## config.mk

```make
export PLATFORM = sky130hd
export DESIGN_NAME = modbus_rtu_register_slave_top
export DESIGN_NICKNAME = d
export VERILOG_FILES = /design/src/design/mrs_pkg.sv /design/src/design/mrs_datapath.sv /design/src/design/mrs_ctrl.sv /design/src/design/modbus_rtu_register_slave_top.sv
export SDC_FILE = /design/constraint.sdc
export NUM_CORES = 1
export LEC_CHECK = 0
export BUFFER_PORTS_ARGS = -buffer_cell sky130_fd_sc_hd__buf_4
export CELL_PAD_IN_SITES_DETAIL_PLACEMENT = 1
export CELL_PAD_IN_SITES_GLOBAL_PLACEMENT = 1
export CORE_MARGIN = 2
export CORE_UTILIZATION = 46
export CTS_CLUSTER_DIAMETER = 60
export CTS_CLUSTER_SIZE = 8
export DETAILED_ROUTE_END_ITERATION = 6
export PLACE_DENSITY_LB_ADDON = 0.12
export SKIP_LAST_GASP = 1
export SYNTH_ARGS = -nofsm -noshare
export SYNTH_HDL_FRONTEND = slang
export SYNTH_SLANG_ARGS = --single-unit
```

## constraint.sdc

```tcl
create_clock -name clk_i -period 6 [get_ports clk_i]
set_clock_uncertainty 0.2 [all_clocks]
set_input_delay 0.3 -clock clk_i [delete_from_list [all_inputs] [get_ports clk_i]]
set_output_delay 0.3 -clock clk_i [all_outputs]
set_load 0.02 [all_outputs]
```

## src/design/mrs_pkg.sv

```systemverilog
// shared types, constants and codes of the modbus rtu register slave
package mrs_pkg;

  localparam int unsigned REG_DEPTH_DEF = 16;
  localparam int unsigned FRAME_DEPTH   = 41;
  localparam int unsigned MAX_QTY       = 16;

  localparam logic [7:0]  FC_READ        = 8'h03;
  localparam logic [7:0]  FC_WRITE       = 8'h10;
  localparam logic [7:0]  SLAVE_ADDR_RST = 8'h05;
  localparam logic [15:0] CRC_PRESET     = 16'hFFFF;
  localparam logic [15:0] CRC_POLY       = 16'hA001;

  localparam logic [5:0] READ_LEN      = 6'd8;
  localparam logic [5:0] WRITE_LEN_BASE = 6'd9;
  localparam logic [5:0] DATA_OFS      = 6'd7;
  localparam logic [5:0] ECHO_LEN      = 6'd6;
  localparam logic [5:0] READ_HDR_LEN  = 6'd3;

  typedef struct packed {
    logic [7:0] rx_byte;
    logic       frame_start;
  } mrs_in_t;

  typedef struct packed {
    logic [7:0] tx_byte;
    logic       last_byte;
  } mrs_out_t;

  typedef struct packed {
    logic rx_accept;
    logic cmt_init;
    logic tx_init;
    logic cnt_inc;
    logic rd_en;
    logic hi_ld;
    logic reg_we;
    logic ld_out;
  } mrs_cmd_t;

  typedef struct packed {
    logic frame_end;
    logic req_ok;
    logic is_read;
    logic cmt_done;
    logic tx_last;
    logic out_free;
  } mrs_sts_t;

endpackage

```

## src/design/mrs_datapath.sv

```systemverilog
// frame store, crc, register file and reply byte path
module mrs_datapath import mrs_pkg::*; #(
  parameter int unsigned RegDepth = REG_DEPTH_DEF
) (
  input  logic       clk_i,
  input  logic       rst_ni,
  input  mrs_in_t    in_data_i,
  input  logic       cfg_we_i,
  input  logic [7:0] cfg_wdata_i,
  input  logic       out_ready_i,
  output logic       out_valid_o,
  output mrs_out_t   out_data_o,
  input  mrs_cmd_t   cmd_i,
  output mrs_sts_t   sts_o
);

  localparam int unsigned RegIdxW = (RegDepth > 1) ? $clog2(RegDepth) : 1;

  function automatic logic [15:0] crc_step(input logic [15:0] crc, input logic [7:0] b);
    logic [15:0] c;
    c = crc ^ {8'h00, b};
    for (int i = 0; i < 8; i++) begin
      if (c[0]) c = (c >> 1) ^ CRC_POLY;
      else      c = c >> 1;
    end
    return c;
  endfunction

  logic [7:0]  slave_q;
  logic [5:0]  pos_q, pos_d;
  logic [15:0] crc_q, crc_d;
  logic [5:0]  len_q, len_d;
  logic        closed_q, closed_d;
  logic [7:0]  hdr_q [6];
  logic [7:0]  mem_q [FRAME_DEPTH];
  logic [7:0]  rd_data_q, hi_q;
  logic [15:0] regs_q [RegDepth];
  logic [RegIdxW-1:0] widx_q, ridx_q;
  logic [5:0]  cnt_q;
  logic [15:0] txcrc_q;
  logic        out_valid_q;
  mrs_out_t    out_q;

  // receive side
  logic [7:0]  b;
  logic [5:0]  eff_pos, eff_len;
  logic [15:0] eff_crc, qty_new;
  logic        eff_closed, store_en, frame_end;

  assign b          = in_data_i.rx_byte;
  assign eff_pos    = in_data_i.frame_start ? 6'd0 : pos_q;
  assign eff_len    = in_data_i.frame_start ? 6'd0 : len_q;
  assign eff_crc    = in_data_i.frame_start ? CRC_PRESET : crc_q;
  assign eff_closed = in_data_i.frame_start ? 1'b0 : closed_q;
  assign qty_new    = {hdr_q[4], b};

  always_comb begin
    pos_d     = pos_q;
    crc_d     = crc_q;
    len_d     = len_q;
    closed_d  = closed_q;
    store_en  = 1'b0;
    frame_end = 1'b0;
    if (cmd_i.rx_accept) begin
      pos_d    = eff_pos;
      crc_d    = eff_crc;
      len_d    = eff_len;
      closed_d = eff_closed;
      if (!eff_closed) begin
        if (eff_pos >= 6'(FRAME_DEPTH)) begin
          closed_d = 1'b1;
        end else begin
          store_en = 1'b1;
          crc_d    = crc_step(eff_crc, b);
          pos_d    = eff_pos + 6'd1;
          if (pos_d == 6'd2) begin
            if (b == FC_READ) len_d = READ_LEN;
            else if (b != FC_WRITE) closed_d = 1'b1;
          end
          if (pos_d == 6'd6 && hdr_q[1] == FC_WRITE) begin
            if (qty_new == 16'd0 || qty_new > 16'(MAX_QTY)) closed_d = 1'b1;
            else len_d = WRITE_LEN_BASE + {qty_new[4:0], 1'b0};
          end
          if (!closed_d && len_d != 6'd0 && pos_d == len_d) begin
            closed_d  = 1'b1;
            frame_end = 1'b1;
          end
        end
      end
    end
  end

  always_ff @(posedge clk_i or negedge rst_ni) begin
    if (!rst_ni) begin
      pos_q    <= 6'd0;
      crc_q    <= CRC_PRESET;
      len_q    <= 6'd0;
      closed_q <= 1'b0;
      slave_q  <= SLAVE_ADDR_RST;
    end else begin
      pos_q    <= pos_d;
      crc_q    <= crc_d;
      len_q    <= len_d;
      closed_q <= closed_d;
      if (cfg_we_i) slave_q <= cfg_wdata_i;
    end
  end

  always_ff @(posedge clk_i) begin
    if (store_en && eff_pos < 6'd6) hdr_q[eff_pos[2:0]] <= b;
  end

  // frame store, one write and one registered read
  always_ff @(posedge clk_i) begin
    if (store_en) mem_q[eff_pos] <= b;
    if (cmd_i.rd_en) rd_data_q <= mem_q[DATA_OFS + cnt_q];
    if (cmd_i.hi_ld) hi_q <= rd_data_q;
  end

  // request decode
  logic [15:0] req_start, req_qty;
  logic [16:0] range_end;
  logic        is_read;
  logic [5:0]  msg_len;

  assign req_start = {hdr_q[2], hdr_q[3]};
  assign req_qty   = {hdr_q[4], hdr_q[5]};
  assign range_end = {1'b0, req_start} + {1'b0, req_qty};
  assign is_read   = hdr_q[1] == FC_READ;
  assign msg_len   = is_read ? (READ_HDR_LEN + {req_qty[4:0], 1'b0}) : ECHO_LEN;

  // register file
  always_ff @(posedge clk_i or negedge rst_ni) begin
    if (!rst_ni) begin
      for (int i = 0; i < int'(RegDepth); i++) regs_q[i] <= 16'h0000;
    end else if (cmd_i.reg_we) begin
      regs_q[widx_q] <= {hi_q, rd_data_q};
    end
  end

  // reply byte select
  logic [7:0]  tx_b;
  logic        msg_byte;
  logic [15:0] reg_rd;

  assign reg_rd = regs_q[ridx_q];

  always_comb begin
    tx_b     = 8'h00;
    msg_byte = 1'b0;
    priority if (cnt_q == msg_len) begin
      tx_b = txcrc_q[7:0];
    end else if (cnt_q == msg_len + 6'd1) begin
      tx_b = txcrc_q[15:8];
    end else begin
      msg_byte = 1'b1;
      if (is_read) begin
        priority if (cnt_q == 6'd0) tx_b = hdr_q[0];
        else if (cnt_q == 6'd1)     tx_b = FC_READ;
        else if (cnt_q == 6'd2)     tx_b = {req_qty[6:0], 1'b0};
        else if (cnt_q[0])          tx_b = reg_rd[15:8];
        else                        tx_b = reg_rd[7:0];
      end else begin
        unique case (cnt_q[2:0])
          3'd0:    tx_b = hdr_q[0];
          3'd1:    tx_b = hdr_q[1];
          3'd2:    tx_b = hdr_q[2];
          3'd3:    tx_b = hdr_q[3];
          3'd4:    tx_b = hdr_q[4];
          3'd5:    tx_b = hdr_q[5];
          default: tx_b = 8'h00;
        endcase
      end
    end
  end

  always_ff @(posedge clk_i or negedge rst_ni) begin
    if (!rst_ni) begin
      cnt_q       <= 6'd0;
      widx_q      <= '0;
      ridx_q      <= '0;
      txcrc_q     <= CRC_PRESET;
      out_valid_q <= 1'b0;
    end else begin
      if (cmd_i.cmt_init || cmd_i.tx_init) cnt_q <= 6'd0;
      else if (cmd_i.cnt_inc)              cnt_q <= cnt_q + 6'd1;
      if (cmd_i.cmt_init)    widx_q <= req_start[RegIdxW-1:0];
      else if (cmd_i.reg_we) widx_q <= widx_q + RegIdxW'(1);
      if (cmd_i.tx_init) begin
        ridx_q  <= req_start[RegIdxW-1:0];
        txcrc_q <= CRC_PRESET;
      end else if (cmd_i.ld_out && msg_byte) begin
        txcrc_q <= crc_step(txcrc_q, tx_b);
        // step to next register after its low byte
        if (is_read && cnt_q > 6'd3 && !cnt_q[0]) ridx_q <= ridx_q + RegIdxW'(1);
      end
      if (cmd_i.ld_out)     out_valid_q <= 1'b1;
      else if (out_ready_i) out_valid_q <= 1'b0;
    end
  end

  always_ff @(posedge clk_i) begin
    if (cmd_i.ld_out) begin
      out_q.tx_byte   <= tx_b;
      out_q.last_byte <= (cnt_q == msg_len + 6'd1);
    end
  end

  assign out_valid_o = out_valid_q;
  assign out_data_o  = out_q;

  assign sts_o.frame_end = frame_end;
  assign sts_o.req_ok    = hdr_q[0] == slave_q && crc_q == 16'h0000 && req_qty != 16'd0 &&
                           req_qty <= 16'(MAX_QTY) && range_end <= 17'(RegDepth);
  assign sts_o.is_read   = is_read;
  assign sts_o.cmt_done  = cnt_q == {req_qty[4:0], 1'b0};
  assign sts_o.tx_last   = cnt_q == msg_len + 6'd1;
  assign sts_o.out_free  = !out_valid_q || out_ready_i;

  a_load_free: assert property (@(posedge clk_i) disable iff (!rst_ni)
    cmd_i.ld_out |-> (!out_valid_q || out_ready_i))
    else $error("reply byte overwritten before it was taken");

  a_widx_range: assert property (@(posedge clk_i) disable iff (!rst_ni)
    cmd_i.reg_we |-> 32'(widx_q) < RegDepth)
    else $error("register write outside register file");

  a_end_closes: assert property (@(posedge clk_i) disable iff (!rst_ni)
    frame_end |=> closed_q)
    else $error("frame not closed after its last byte");

  a_last_flag: assert property (@(posedge clk_i) disable iff (!rst_ni)
    cmd_i.ld_out && sts_o.tx_last |=> out_valid_q && out_q.last_byte)
    else $error("final reply byte lost its last flag");

endmodule

```

## src/design/mrs_ctrl.sv

```systemverilog
// controller state machine of the register slave
module mrs_ctrl import mrs_pkg::*; (
  input  logic     clk_i,
  input  logic     rst_ni,
  input  logic     in_valid_i,
  output logic     in_ready_o,
  input  mrs_sts_t sts_i,
  output mrs_cmd_t cmd_o
);

  typedef enum logic [5:0] {
    S_IDLE   = 6'b000001,
    S_EVAL   = 6'b000010,
    S_CMT_HI = 6'b000100,
    S_CMT_LO = 6'b001000,
    S_CMT_WR = 6'b010000,
    S_TX     = 6'b100000
  } state_e;

  state_e state_q, state_d;

  assign in_ready_o = state_q == S_IDLE;

  always_comb begin
    state_d         = state_q;
    cmd_o           = '0;
    cmd_o.rx_accept = in_valid_i && (state_q == S_IDLE);
    unique case (state_q)
      S_IDLE: begin
        if (cmd_o.rx_accept && sts_i.frame_end) state_d = S_EVAL;
      end
      S_EVAL: begin
        if (!sts_i.req_ok) begin
          state_d = S_IDLE;
        end else if (sts_i.is_read) begin
          cmd_o.tx_init = 1'b1;
          state_d       = S_TX;
        end else begin
          cmd_o.cmt_init = 1'b1;
          state_d        = S_CMT_HI;
        end
      end
      S_CMT_HI: begin
        cmd_o.rd_en   = 1'b1;
        cmd_o.cnt_inc = 1'b1;
        state_d       = S_CMT_LO;
      end
      S_CMT_LO: begin
        cmd_o.rd_en   = 1'b1;
        cmd_o.hi_ld   = 1'b1;
        cmd_o.cnt_inc = 1'b1;
        state_d       = S_CMT_WR;
      end
      S_CMT_WR: begin
        cmd_o.reg_we = 1'b1;
        if (sts_i.cmt_done) begin
          cmd_o.tx_init = 1'b1;
          state_d       = S_TX;
        end else begin
          state_d = S_CMT_HI;
        end
      end
      S_TX: begin
        if (sts_i.out_free) begin
          cmd_o.ld_out  = 1'b1;
          cmd_o.cnt_inc = 1'b1;
          if (sts_i.tx_last) state_d = S_IDLE;
        end
      end
      default: state_d = S_IDLE;
    endcase
  end

  always_ff @(posedge clk_i or negedge rst_ni) begin
    if (!rst_ni) state_q <= S_IDLE;
    else         state_q <= state_d;
  end

endmodule

```

## src/design/modbus_rtu_register_slave_top.sv

```systemverilog
// top level of the modbus rtu holding-register slave (functions 0x03 and 0x10)
//
//   channel  direction  handshake               payload
//   in       sink       in_valid_i/in_ready_o   mrs_in_t  {rx_byte, frame_start}
//   out      source     out_valid_o/out_ready_i mrs_out_t {tx_byte, last_byte}
//   cfg      sink       cfg_we_i                cfg_wdata_i, slave address
//
// a received byte that does not end a frame leaves the controller idle
// the byte that ends a frame is followed by a request check
// a good write then commits its registers one by one through the frame store read port
// the reply leaves the output register one byte per cycle while out_ready_i is high:
// 5 + 2*count bytes for a read, 8 for a write echo; otherwise it stalls, input waits
// reset clears control state and the register file flip-flops at once, no clearing pass
module modbus_rtu_register_slave_top import mrs_pkg::*; #(
  parameter int unsigned RegDepth = REG_DEPTH_DEF
) (
  input  logic       clk_i,
  input  logic       rst_ni,
  input  logic       in_valid_i,
  output logic       in_ready_o,
  input  mrs_in_t    in_data_i,
  output logic       out_valid_o,
  input  logic       out_ready_i,
  output mrs_out_t   out_data_o,
  input  logic       cfg_we_i,
  input  logic [7:0] cfg_wdata_i
);

  // command and status between controller and datapath
  mrs_cmd_t cmd;
  mrs_sts_t sts;

  // sequencing: receive, check, commit, reply
  mrs_ctrl u_ctrl (
    .clk_i      (clk_i),
    .rst_ni     (rst_ni),
    .in_valid_i (in_valid_i),
    .in_ready_o (in_ready_o),
    .sts_i      (sts),
    .cmd_o      (cmd)
  );

  // frame store, crc, register file and reply output register
  mrs_datapath #(
    .RegDepth (RegDepth)
  ) u_datapath (
    .clk_i       (clk_i),
    .rst_ni      (rst_ni),
    .in_data_i   (in_data_i),
    .cfg_we_i    (cfg_we_i),
    .cfg_wdata_i (cfg_wdata_i),
    .out_ready_i (out_ready_i),
    .out_valid_o (out_valid_o),
    .out_data_o  (out_data_o),
    .cmd_i       (cmd),
    .sts_o       (sts)
  );

endmodule
```

==> results of run 1 <==
-- cell type report --
class	count	area, um2	area share [%]
sequential	731	20350	53.35
multi-input combinational	1342	12490	32.74
clock buffer	148	2778	7.281
tap	959	1200	3.145
timing repair buffer	111	933.4	2.447
clock inverter	14	242.7	0.6363
inverter	40	150.1	0.3936
-- synth_stat cells, types with 18 or more instances --
library cell	instances
inv_1	37
o21ai_0	64
o211ai_1	19
dfrtp_1	295
mux2i_1	67
a21oi_1	72
nand3_1	36
xor2_1	35
nor2b_1	18
mux4_2	144
nand2_1	115
clkbuf_1	108
nor2_1	136
mux2_2	286
nor3_1	29
xnor2_1	59
edfxtp_1	401
dfstp_2	35
ha_1	34
-- report_power, final --
| part | total [W] | internal [W] | leakage (nW) | switching, W |
|---|---|---|---|---|
| logic | 0.00441 | 0.00200 | 5.68 | 0.00241 |
| registers | 0.00590 | 0.00565 | 8.05 | 0.000253 |
| clock network | 0.00543 | 0.00323 | 1.44 | 0.00219 |
-- through the flow --
| step | worst slack [ns] | power, W |
|---|---|---|
| after floorplan | 1.650 | 0.009050 |
| after global placement | 1.130 | 0.01029 |
| after detailed placement | 0.9381 | 0.01039 |
| after CTS | 0.9804 | 0.01590 |
| after global routing | 0.7138 | 0.01641 |
| final | 0.9732 | 0.01574 |
-- state kept, by name, indices dropped and copies added (netlist names), 6 cells and up --
register               count
u_datapath.slave_q         8
u_datapath.crc_q          16
u_datapath.rd_data_q       8
u_datapath.mem_q         328
u_ctrl.state_q             6
u_datapath.len_q           6
u_datapath.hdr_q          48
u_datapath.cnt_q           6
u_datapath.txcrc_q        16
u_datapath.out_data_o      9
u_datapath.regs_q        256
u_datapath.pos_q           6
u_datapath.hi_q            8
-- final timing paths --
| check | from | to |
|---|---|---|
| worst min register to register | u_datapath.len_q[1] | u_datapath.len_q[1] |
| min in group asynchronous | rst_ni | u_datapath.regs_q[82] |
| max in group asynchronous | rst_ni | u_datapath.regs_q[136] |
| worst max register to register | u_datapath.hdr_q[5][0] | u_datapath.ridx_q[3] |
| worst max-delay path | u_datapath.hdr_q[5][0] | u_datapath.ridx_q[3] |
| worst min-delay path | in_data_i[5] | u_datapath.mem_q[16][4] |
-- worst max-delay path, delay by kind of cell (launching register included) --
kind	cells	cell delay, ns
adders and majority gates	2	0.80
muxes	1	0.35
DFF	1	0.59
AOI/OAI and AO/OA	9	2.43
and+or+nand+nor	2	0.52
-- kinds of logic (layout without fill, tap and decap cells) --
logic type / Yosys count / count (layout) / share of synthesized area, %
adder cells (fa/ha/maj): 35 / 35 / 1.327
multiplexers: 498 / 498 / 21.29
buffers and inverters: 185 / 313 / 2.355
AO/OA/AOI/OAI: 276 / 276 / 5.437
AND/OR/NAND/NOR: 434 / 434 / 6.253
XOR/XNOR: 99 / 99 / 2.750
flip-flops: 731 / 731 / 60.59
-- metal layers --
metal / vias to the layer above / share of wire, % / GRT usage, %
met5: - / 0 / 0
met4: 0 / 3.0 / 7.823
met3: 158 / 3.6 / 3.485
met2: 452 / 49 / 42.44
met1: 10648 / 44 / 34.87
li1: 8738 / - / -
==> metrics.md, run 1 <==
| Metric | Value |
|---|---|
| CTS tree | `yes` |
| Finished Layout Cells | `3345` |
| Final core utilization | `52.55%` |
| Vias in the first global route | `21521` |
| Initial Util | `46.26%` |
| H-tree Lvls | `3` |
| Setup TNS | `0 ns` |
| Placer congestion estimate | `0.8474` |
| Slew Viols, Final | `0` |
| Static Leakage | `15.17 nW` |
| R2R Setup Slk | `0.97 ns` |
| CP Capture Type | `register` |
| CTS Sinks | `731` |
| Violation count after the first detailed-route iteration | `1647` |
| Synth unique cells | `94` |
| Fillers | `6956` |
| Area after DPL | `34910 um2` |
| Final setup violating endpoints | `0` |
| Total setup buffers inserted after CTS | `0` |
| WHS Path Cells | `1` |
| Cell accounting for the most synthesized area | `edfxtp_1` |
| Final net count | `2387` |
| Worst setup SP type | `register` |
| Final WL | `93.62 mm` |
| CTS Buffer Depth | `3` |
| Reg clk slew, reported paths | `0.05 ns` |
| Share of Yosys cell area claimed by the top area cell type | `35.86%` |
| First drt pass iteration count | `5` |
| Syn Nets | `2315` |
| Root buf cell | `clkbuf_16` |
| Fmax | `198.9 MHz` |
| Mapped Cells | `2258` |
| Die Y | `274.2 um` |
| Max Cap Viol | `0` |
| Vias per cell | `5.978` |
| Leading cell type in the layout, fill and taps excluded | `edfxtp_1` |
| Power Density | `412.7 nW/um2` |
| Antenna-violating nets left | `0` |
| Post-synth EDFFs | `401` |
| Mean Syn Cell Area | `14.87 um2` |
| RSZ-0062 raised after global routing | `no` |
| FFs w/ async S/R, synth | `45.14%` |
| Worst R2R Path Depth | `14` |
| Post-Place Cells | `3161` |
| Worst-skew pair later-pin latency | `0.69 ns` |
| Hold Slack | `0.01178 ns` |
| Via count | `19996` |
| Crit path max fanout | `23` |
| Worst vdd ir | `0.0003491 V` |
| DP Wirelength | `60.03 mm` |
| Slowest stage cell, crit path | `edfxtp_1` |
| Die X | `274.2 um` |
| Grt ovf | `0` |
| Tcrit/Tclk final | `83.78%` |
| Largest net degree at the start of global routing | `164` |
| Max stage delay on crit path | `0.59 ns` |
| Final Cell Area | `38150 um2` |
| Synth top area cells | `edfxtp_1, dfrtp_1, mux4_2` |
| CTS Hold Buffers Added | `22` |
| PostCTS Resize Cnt | `0` |
| Final Hold Viols | `0` |
| Site Rows | `99` |
| First-pass GRT wire length | `141.4 mm` |
| Hold crit path type | `in -> reg` |
| Die area | `75170 um2` |
| Worst-path cell chain | `ha_1, fa_1, a21o_1, a21o_1, a21oi_1, o21ai_0, a311o_1, a31o_2, or3_1, o21ai_0, nand3_1, o31a_2, mux2_2, a221o_1` |
| Crit path required time | `6.33 ns` |
| Port buffer count | `32` |
| GRT Total Usage | `25.47%` |
| Status | `complete, no violations` |
| Worst slew margin | `26.31%` |
| Final Critical Period | `5.027 ns` |
| Remaining DRCs | `0` |
| Yosys warns | `0` |
| Synth Register Bits | `731` |
| Most frequent cells in the layout | `edfxtp_1, dfrtp_1, mux2_2, mux4_2, nor2_1` |
| Num ports | `33` |
| Num CTS Buffers | `104` |
| Sequential area share after synthesis | `60.59%` |
| Worst Max-Slew Pin Slew | `1.101 ns` |
| Ant diodes | `0` |
| Layout cells sized above 1 | `29.88%` |
| DR WL/cell | `27.99 um` |
| Core area | `72590 um2` |
| Worst path arrival time | `5.36 ns` |
| Ys flop type | `edfxtp_1` |
| Antenna violations before repair | `0` |
| Cell Area, Synth | `33580 um2` |
| Crit Path Class | `reg -> reg` |
| Area grow syn2layout | `13.62%` |
No activity file was read; power rests on OpenSTA's default activity.
==> inputs of run 2 (changes only) <==
--- a/config.mk
+++ b/config.mk
@@ -5,6 +5,7 @@
 export SDC_FILE = /design/constraint.sdc
 export NUM_CORES = 1
 export LEC_CHECK = 0
+export ABC_AREA = 1
 export BUFFER_PORTS_ARGS = -buffer_cell sky130_fd_sc_hd__buf_4
 export CELL_PAD_IN_SITES_DETAIL_PLACEMENT = 1
 export CELL_PAD_IN_SITES_GLOBAL_PLACEMENT = 1
==> constraint.sdc (replaced) <==
create_clock -name clk_i -period 5.3 [get_ports clk_i]
set_clock_uncertainty 0.2 [all_clocks]
set_input_delay 0.265 -clock clk_i [delete_from_list [all_inputs] [get_ports clk_i]]
set_output_delay 0.265 -clock clk_i [all_outputs]
set_load 0.02 [all_outputs]
==> run 2 against run 1 <==
Net effect: combinational power hardly changed; clock power rose by 12%; sequential cell count unchanged; global-route usage rose by 2.9 points; register-to-register slack lost 0.02 ns; largest power group unchanged.
==> metrics.md, run 2 <==
| Metric | Value |
|---|---|
| Grt ovf | `0 (unchanged)` |
| Worst vdd ir | `0.0004082 V (+17%)` |
| R2r startpoint | `u_datapath.hdr_q[5][0]` |
| Leading cell type in the layout, fill and taps excluded | `nand2_1` |
| Max Cap Viol | `0 (unchanged)` |
| Worst-path cell chain | `ha_1, fa_1, nand3_1, nand2_1, a21oi_1, o21bai_1, a21boi_1, nor2_1, nand2_1, nand2_1, xor2_1, nor4_1, nand3_1, nor2_1, nand2_1, inv_1, nand3_1, nand2_1, inv_2, nand2_1, nor2_1` |
| Worst path arrival time | `4.67 ns (-0.69 ns)` |
| Cell Area, Synth | `33880 um2 (+0.90%)` |
| Crit path max fanout | `17 (-26%)` |
| Sequential area share after synthesis | `60.05% (-0.54 points)` |
| Finished Layout Cells | `4592 (+37%)` |
| Most numerous cell on the critical path | `nand2_1` |
| CTS tree | `yes` |
| Mapped Cells | `3572 (+58%)` |
| Final setup violating endpoints | `0 (unchanged)` |
| Hold Slack | `0.02558 ns (+0.01380 ns)` |
| Max reg flops | `328 (unchanged)` |
| Final WL | `107.7 mm (+15%)` |
| Yosys warns | `0 (unchanged)` |
| Cell accounting for the most synthesized area | `edfxtp_1` |
| Crit Path Class | `reg -> reg` |
| CP Capture Type | `register` |
| First drt pass iteration count | `7 (+2)` |
| Static Leakage | `15.26 nW (+0.55%)` |
| PostCTS Resize Cnt | `0 (unchanged)` |
| Tcrit/Tclk final | `81.98% (-1.8 points)` |
| Synth Register Bits | `731 (unchanged)` |
| Hold crit path type | `in -> async` |
| Setup ws final | `0.9551 ns (-0.01818 ns)` |
| CP Capture Point | `u_datapath.cnt_q[2]` |
| Die Y | `275.4 um (+0.44%)` |
| Fmax | `230.2 MHz (+16%)` |
| Largest net degree at the start of global routing | `175 (+6.7%)` |
| Worst Max-Slew Pin Slew | `1.138 ns (+0.03717 ns)` |
| Crit path launch | `u_datapath.hdr_q[5][0]` |
| Pre-CTS WS | `0.9689 ns (+0.03078 ns)` |
| H-tree Lvls | `3 (unchanged)` |
| First-pass GRT wire length | `166.0 mm (+17%)` |
| Ys flop type | `edfxtp_1` |
| Commonest cells post-synth | `nand2_1, o21ai_0, nor2_1` |
| Num ports | `33 (unchanged)` |
| Port buffer count | `32 (unchanged)` |
| Final Critical Period | `4.345 ns (-0.6818 ns)` |
| Layout cells sized above 1 | `8.343% (-22 points)` |
| Violation count after the first detailed-route iteration | `2207 (+34%)` |
| Reg clk slew, reported paths | `0.05 ns (about the same)` |
| Antenna violations before repair | `2 (+2)` |
| Die area | `75840 um2 (+0.89%)` |
| R2R Setup Slk | `0.96 ns (-0.02 ns)` |
| Setup TNS | `0 ns (unchanged)` |
| Root buf cell | `clkbuf_16` |
| Max stage delay on crit path | `0.54 ns (-0.05 ns)` |
| FFs w/ async S/R, synth | `45.14% (unchanged)` |
| Mean Syn Cell Area | `9.485 um2 (-36%)` |
| Power Density | `445.9 nW/um2 (+8.1%)` |
| FF-to-FF End | `u_datapath.cnt_q[2]` |
| Most flops, register | `u_datapath.mem_q` |
| Share of Yosys cell area claimed by the top area cell type | `35.54% (-0.32 points)` |
| Syn Nets | `3629 (+57%)` |
| Remaining DRCs | `0 (unchanged)` |
| Site Rows | `99 (unchanged)` |
| DP Wirelength | `65.79 mm (+9.6%)` |
| Crit path required time | `5.63 ns (-0.70 ns)` |
| Worst-skew pair later-pin latency | `0.68 ns (about the same)` |
| Num CTS Buffers | `103 (-0.96%)` |
| Final net count | `3641 (+53%)` |
| Final core utilization | `52.43% (-0.13 points)` |
| Total setup buffers inserted after CTS | `0 (unchanged)` |
| Final Hold Viols | `0 (unchanged)` |
| RSZ-0062 raised after global routing | `no` |
| Slowest stage cell, crit path | `edfxtp_1` |
| Status | `complete, no violations` |
| Area grow syn2layout | `12.90%` |
| Placer congestion estimate | `0.8765 (+3.4%)` |
| CTS Buffer Depth | `3 (unchanged)` |
| GRT Total Usage | `28.41% (+2.9 points)` |
| Worst slew margin | `23.88% (-2.4 points)` |
| Post-synth EDFFs | `401 (unchanged)` |
| Most frequent cells in the layout | `nand2_1, o21ai_0, nor2_1, edfxtp_1, dfrtp_1` |
| DR WL/cell | `23.46 um (-16%)` |
| Vias per cell | `5.902 (-1.3%)` |
| Most frequent cell after synthesis | `nand2_1` |
| Worst R2R Path Depth | `21 (+7)` |
| Post-Place Cells | `4410 (+40%)` |
| Vias in the first global route | `28204 (+31%)` |
| CTS Sinks | `731 (unchanged)` |
| Synth top area cells | `edfxtp_1, dfrtp_1, nand2_1` |
| Synth unique cells | `61 (-35%)` |
| Slew Viols, Final | `0 (unchanged)` |
| Worst setup SP type | `register` |
| CTS Hold Buffers Added | `28 (+27%)` |
| Core area | `72960 um2 (+0.51%)` |
| Via count | `27100 (+36%)` |
| Initial Util | `46.44% (+0.18 points)` |
| Antenna-violating nets left | `0 (unchanged)` |
| Die X | `275.4 um (+0.44%)` |
[run 2: cell count changes after synthesis, moves of 24 or more]
cell,previous run,this run
o22ai_1,8,59
xnor2_1,59,17
clkbuf_1,108,165
o21ai_0,64,547
nor3_1,29,5
nor2_1,136,411
mux4_2,144,0
inv_1,37,199
nand3_1,36,246
mux2_2,286,4
nand2_1,115,746
o221ai_1,1,34
mux2i_1,67,1
o211ai_1,19,77
[run 2: final cells by class]
type / count / area (um2)
Clock inverter: 11 / 224.0
Clock buffer: 142 / 2724
Inverter: 211 / 802.0
Tap cell: 959 / 1200
Antenna cell: 1 / 2.502
Fill cell: 8118 / 34710
Sequential cell: 731 / 20350
Multi-Input combinational cell: 2420 / 11930
Timing Repair Buffer: 117 / 1018
[run 2: how the worst min path moves through the flow]
stage,start,to,slack (ns),depth (start not counted)
final,rst_ni,u_datapath.regs_q[197],0.03,2
after global routing,in_valid_i,u_datapath.crc_q[6],0.09,4
after CTS,in_valid_i,u_datapath.crc_q[5],0.05,4
after detailed placement,rst_ni,u_datapath.regs_q[213],0.20,1
after global placement,rst_ni,u_datapath.regs_q[133],0.21,1
after floorplan,rst_ni,u_ctrl.state_q[1],-0.23,0
[run 2: worst max-delay path: cells and delay by family (launching register included)]
family	cells	cell delay, ns
adder cells (fa/ha/maj)	2	0.78
AO/OA/AOI/OAI	3	0.50
flip-flops	1	0.54
AND/OR/NAND/NOR	13	1.70
buffers and inverters	2	0.34
XOR/XNOR	1	0.15
[run 2: metrics by stage]
stage / cell area [um2] / power [W]
after global routing: 38250 / 0.01779
final: 38250 / 0.01706
after CTS: 38250 / 0.01710
after detailed placement: 35020 / 0.01094
after floorplan: 33880 / 0.009379
after global placement: 35020 / 0.01078
[run 2: cell families (layout without fill, tap and decap cells)]
logic type      after synthesis  in the layout  synth area share, %
buf+inv                     421            481                4.834
compound gates              828            828                13.76
simple gates               1495           1495                18.38
other cells                   0              1                    0
xor+xnor                     57             57                1.496
mux                           5              5               0.1625
fa+ha+maj                    35             35                1.315
flops                       731            731                60.05
[run 2: power breakdown]
group | internal, W | switching (W)
Clock | 0.00360 | 0.00250
Sequential | 0.00637 | 0.000197
Combinational | 0.00126 | 0.00313
[run 2: routing by layer]
| metal | global-route usage, % | vias to the layer above | part of all wire (%) |
|---|---|---|---|
| met4 | 10.65 | 0 | 3.5 |
| met2 | 47.30 | 742 | 48 |
| li1 | - | 12292 | - |
| met5 | 0 | - | 0 |
| met1 | 38.37 | 13852 | 44 |
| met3 | 3.219 | 214 | 4.6 |
==> inputs of run 3 (changes only) <==
==> constraint.sdc (replaced) <==
create_clock -name clk_i -period 4.11 [get_ports clk_i]
set_clock_uncertainty 0.2 [all_clocks]
set_input_delay 0.2055 -clock clk_i [delete_from_list [all_inputs] [get_ports clk_i]]
set_output_delay 0.2055 -clock clk_i [all_outputs]
set_load 0.02 [all_outputs]
==> run 3 against run 2 <==
Net effect: utilization increased by 1.3 points; final cell count increased by 2.2%; power increased by 31%; die area unchanged; global-route usage increased by 0.69 points; highest routed layer unchanged.
==> metrics.md, run 3 (same netlist as run 2, synthesis figures left out) <==
| Metric | Value |
|---|---|
| Status | `complete, no violations` |
| First drt pass iteration count | `5 (-2)` |
| Die X | `275.4 um (unchanged)` |
| Power Total | `0.02238 W (+31%)` |
| Most frequent cells in the layout | `nand2_1, o21ai_0, nor2_1, edfxtp_1, dfrtp_1` |
| Layout cells sized above 1 | `10.58% (+2.2 points)` |
| Static Leakage | `15.79 nW (+3.5%)` |
| Reg clk slew, reported paths | `0.05 ns (about the same)` |
| Final net count | `3725 (+2.3%)` |
| Worst vdd ir | `0.0004752 V (+16%)` |
| Die Y | `275.4 um (unchanged)` |
| Worst setup SP type | `register` |
| CTS tree | `yes` |
| CTS Buffer Depth | `3 (unchanged)` |
| Final setup violating endpoints | `0 (unchanged)` |
| Root buf cell | `clkbuf_16` |
| Worst path arrival time | `4.20 ns (-0.47 ns)` |
| Vias per cell | `5.853 (-0.83%)` |
| Core area | `72960 um2 (unchanged)` |
| Die area | `75840 um2 (unchanged)` |
| Grt ovf | `0 (unchanged)` |
| CTS Sinks | `731 (unchanged)` |
| Worst slew margin | `32.63% (+8.7 points)` |
| RSZ-0062 raised after global routing | `no` |
| Num ports | `33 (unchanged)` |
| Violation count after the first detailed-route iteration | `2298 (+4.1%)` |
| Most flops, register | `u_datapath.mem_q` |
| Most numerous cell on the critical path | `nand2_1` |
| DP Wirelength | `67.87 mm (+3.2%)` |
| Leading cell type in the layout, fill and taps excluded | `nand2_1` |
| Site Rows | `99 (unchanged)` |
| Crit path required time | `4.50 ns (-1.13 ns)` |
| Ant diodes | `0 (-1)` |
| CP Capture Type | `register` |
| Family with the most delay on the worst path | `simple AND/OR/NAND/NOR gates` |
| Num CTS Buffers | `104 (+0.97%)` |
| Hold Slack | `0.04272 ns (+0.01714 ns)` |
| Worst Max-Slew Pin Slew | `1.009 ns (-0.1290 ns)` |
| Pre-CTS WS | `0.01436 ns (-0.9545 ns)` |
| Setup ws final | `0.2969 ns (-0.6581 ns)` |
| Via count | `27466 (+1.4%)` |
| Area grow syn2layout | `15.70%` |
| Slew Viols, Final | `0 (unchanged)` |
| Worst Path Buf+Inv | `3 (+1)` |
| Crit Path Class | `reg -> reg` |
| Final Hold Viols | `0 (unchanged)` |
| DR WL/cell | `23.36 um (-0.40%)` |
| Final WL | `109.6 mm (+1.8%)` |
| Tcrit/Tclk final | `92.78% (+11 points)` |
| GRT Total Usage | `29.10% (+0.69 points)` |
| Remaining DRCs | `0 (unchanged)` |
| Final Critical Period | `3.813 ns (-0.5319 ns)` |
| Max stage delay on crit path | `0.60 ns (+0.06 ns)` |
| Max reg flops | `328 (unchanged)` |
| Antenna-violating nets left | `0 (unchanged)` |
| Fillers | `8100 (-0.22%)` |
| Antenna violations before repair | `1 (-1)` |
| Slowest stage cell, crit path | `dfrtp_4` |
| Initial Util | `46.44% (unchanged)` |
| H-tree Lvls | `3 (unchanged)` |
| Vias in the first global route | `28942 (+2.6%)` |
| Worst-skew pair later-pin latency | `0.71 ns (+0.03 ns)` |
| Hold crit path type | `in -> reg` |
| First-pass GRT wire length | `168.8 mm (+1.7%)` |
| Placer congestion estimate | `0.8706 (-0.67%)` |
| Max Cap Viol | `0 (unchanged)` |
| Fmax | `262.3 MHz (+14%)` |
| Setup TNS | `0 ns (unchanged)` |
| Largest net degree at the start of global routing | `168 (-4.0%)` |
| Crit path max fanout | `37 (+20)` |
| Power Density | `570.9 nW/um2 (+28%)` |
| Port buffer count | `32 (unchanged)` |
run 3: worst paths after layout:
check | from | to | slack (ns) | depth (start not counted)
setup / recovery | u_datapath.ridx_q[0] | u_datapath.txcrc_q[0] | 0.30 | 28
hold / removal | in_data_i[3] | u_datapath.mem_q[8][2] | 0.04 | 2
setup reg to reg | u_datapath.ridx_q[0] | u_datapath.txcrc_q[0] | 0.30 | 28
hold reg to reg | u_datapath.rd_data_q[2] | u_datapath.hi_q[2] | 0.27 | 0
max in group asynchronous | rst_ni | u_datapath.crc_q[0] | 2.52 | 4
min in group asynchronous | rst_ni | u_datapath.regs_q[87] | 0.36 | 3
run 3: metal layers:
| layer | up-vias | global-route usage (%) | share of wire [%] |
|---|---|---|---|
| met5 | - | 0 | 0 |
| met4 | 0 | 12.40 | 4.2 |
| met3 | 267 | 4.854 | 5.3 |
| met2 | 857 | 48.11 | 48 |
| met1 | 13871 | 37.98 | 42 |
| li1 | 12471 | - | - |
run 3: worst register-to-register path, delay by kind of cell, from the launching register on:
family	cells	cell delay, ns
buffers and inverters	3	0.59
DFF	1	0.60
and+or+nand+nor	25	2.34
run 3: timing repair:
item	CTS	global route
buffers inserted	0	3
endpoints found under the hold margin	353	0
pin swaps	0	3
setup endpoints to repair	1	27
gates resized for setup	1	11
hold buffers	32	0
run 3: layout make-up:
type	instances	area, um2	share of cell area, %
inverter	211	802.0	2.046
sequential	731	20350	51.93
clock inverter	10	254.0	0.6480
clock buffer	162	2883	7.355
multi-input combinational	2420	11960	30.50
tap	959	1200	3.061
timing repair buffer	200	1748	4.459
run 3: through the flow:
step	cells	utilization (%)	area (um2)
finish	4693	53.72	39200
global placement	4486	48.87	35660
floorplan	3572	-	33880
CTS	4690	53.64	39140
global route	4693	53.72	39200
detailed placement	4486	48.87	35660
run 3: report_power, final:
group / internal, W / total [W] / switching [W]
clock: 0.00487 / 0.00817 / 0.00331
combinational: 0.00171 / 0.00575 / 0.00404
sequential: 0.00821 / 0.00845 / 0.000239
total: 0.0148 / 0.0224 / 0.00759
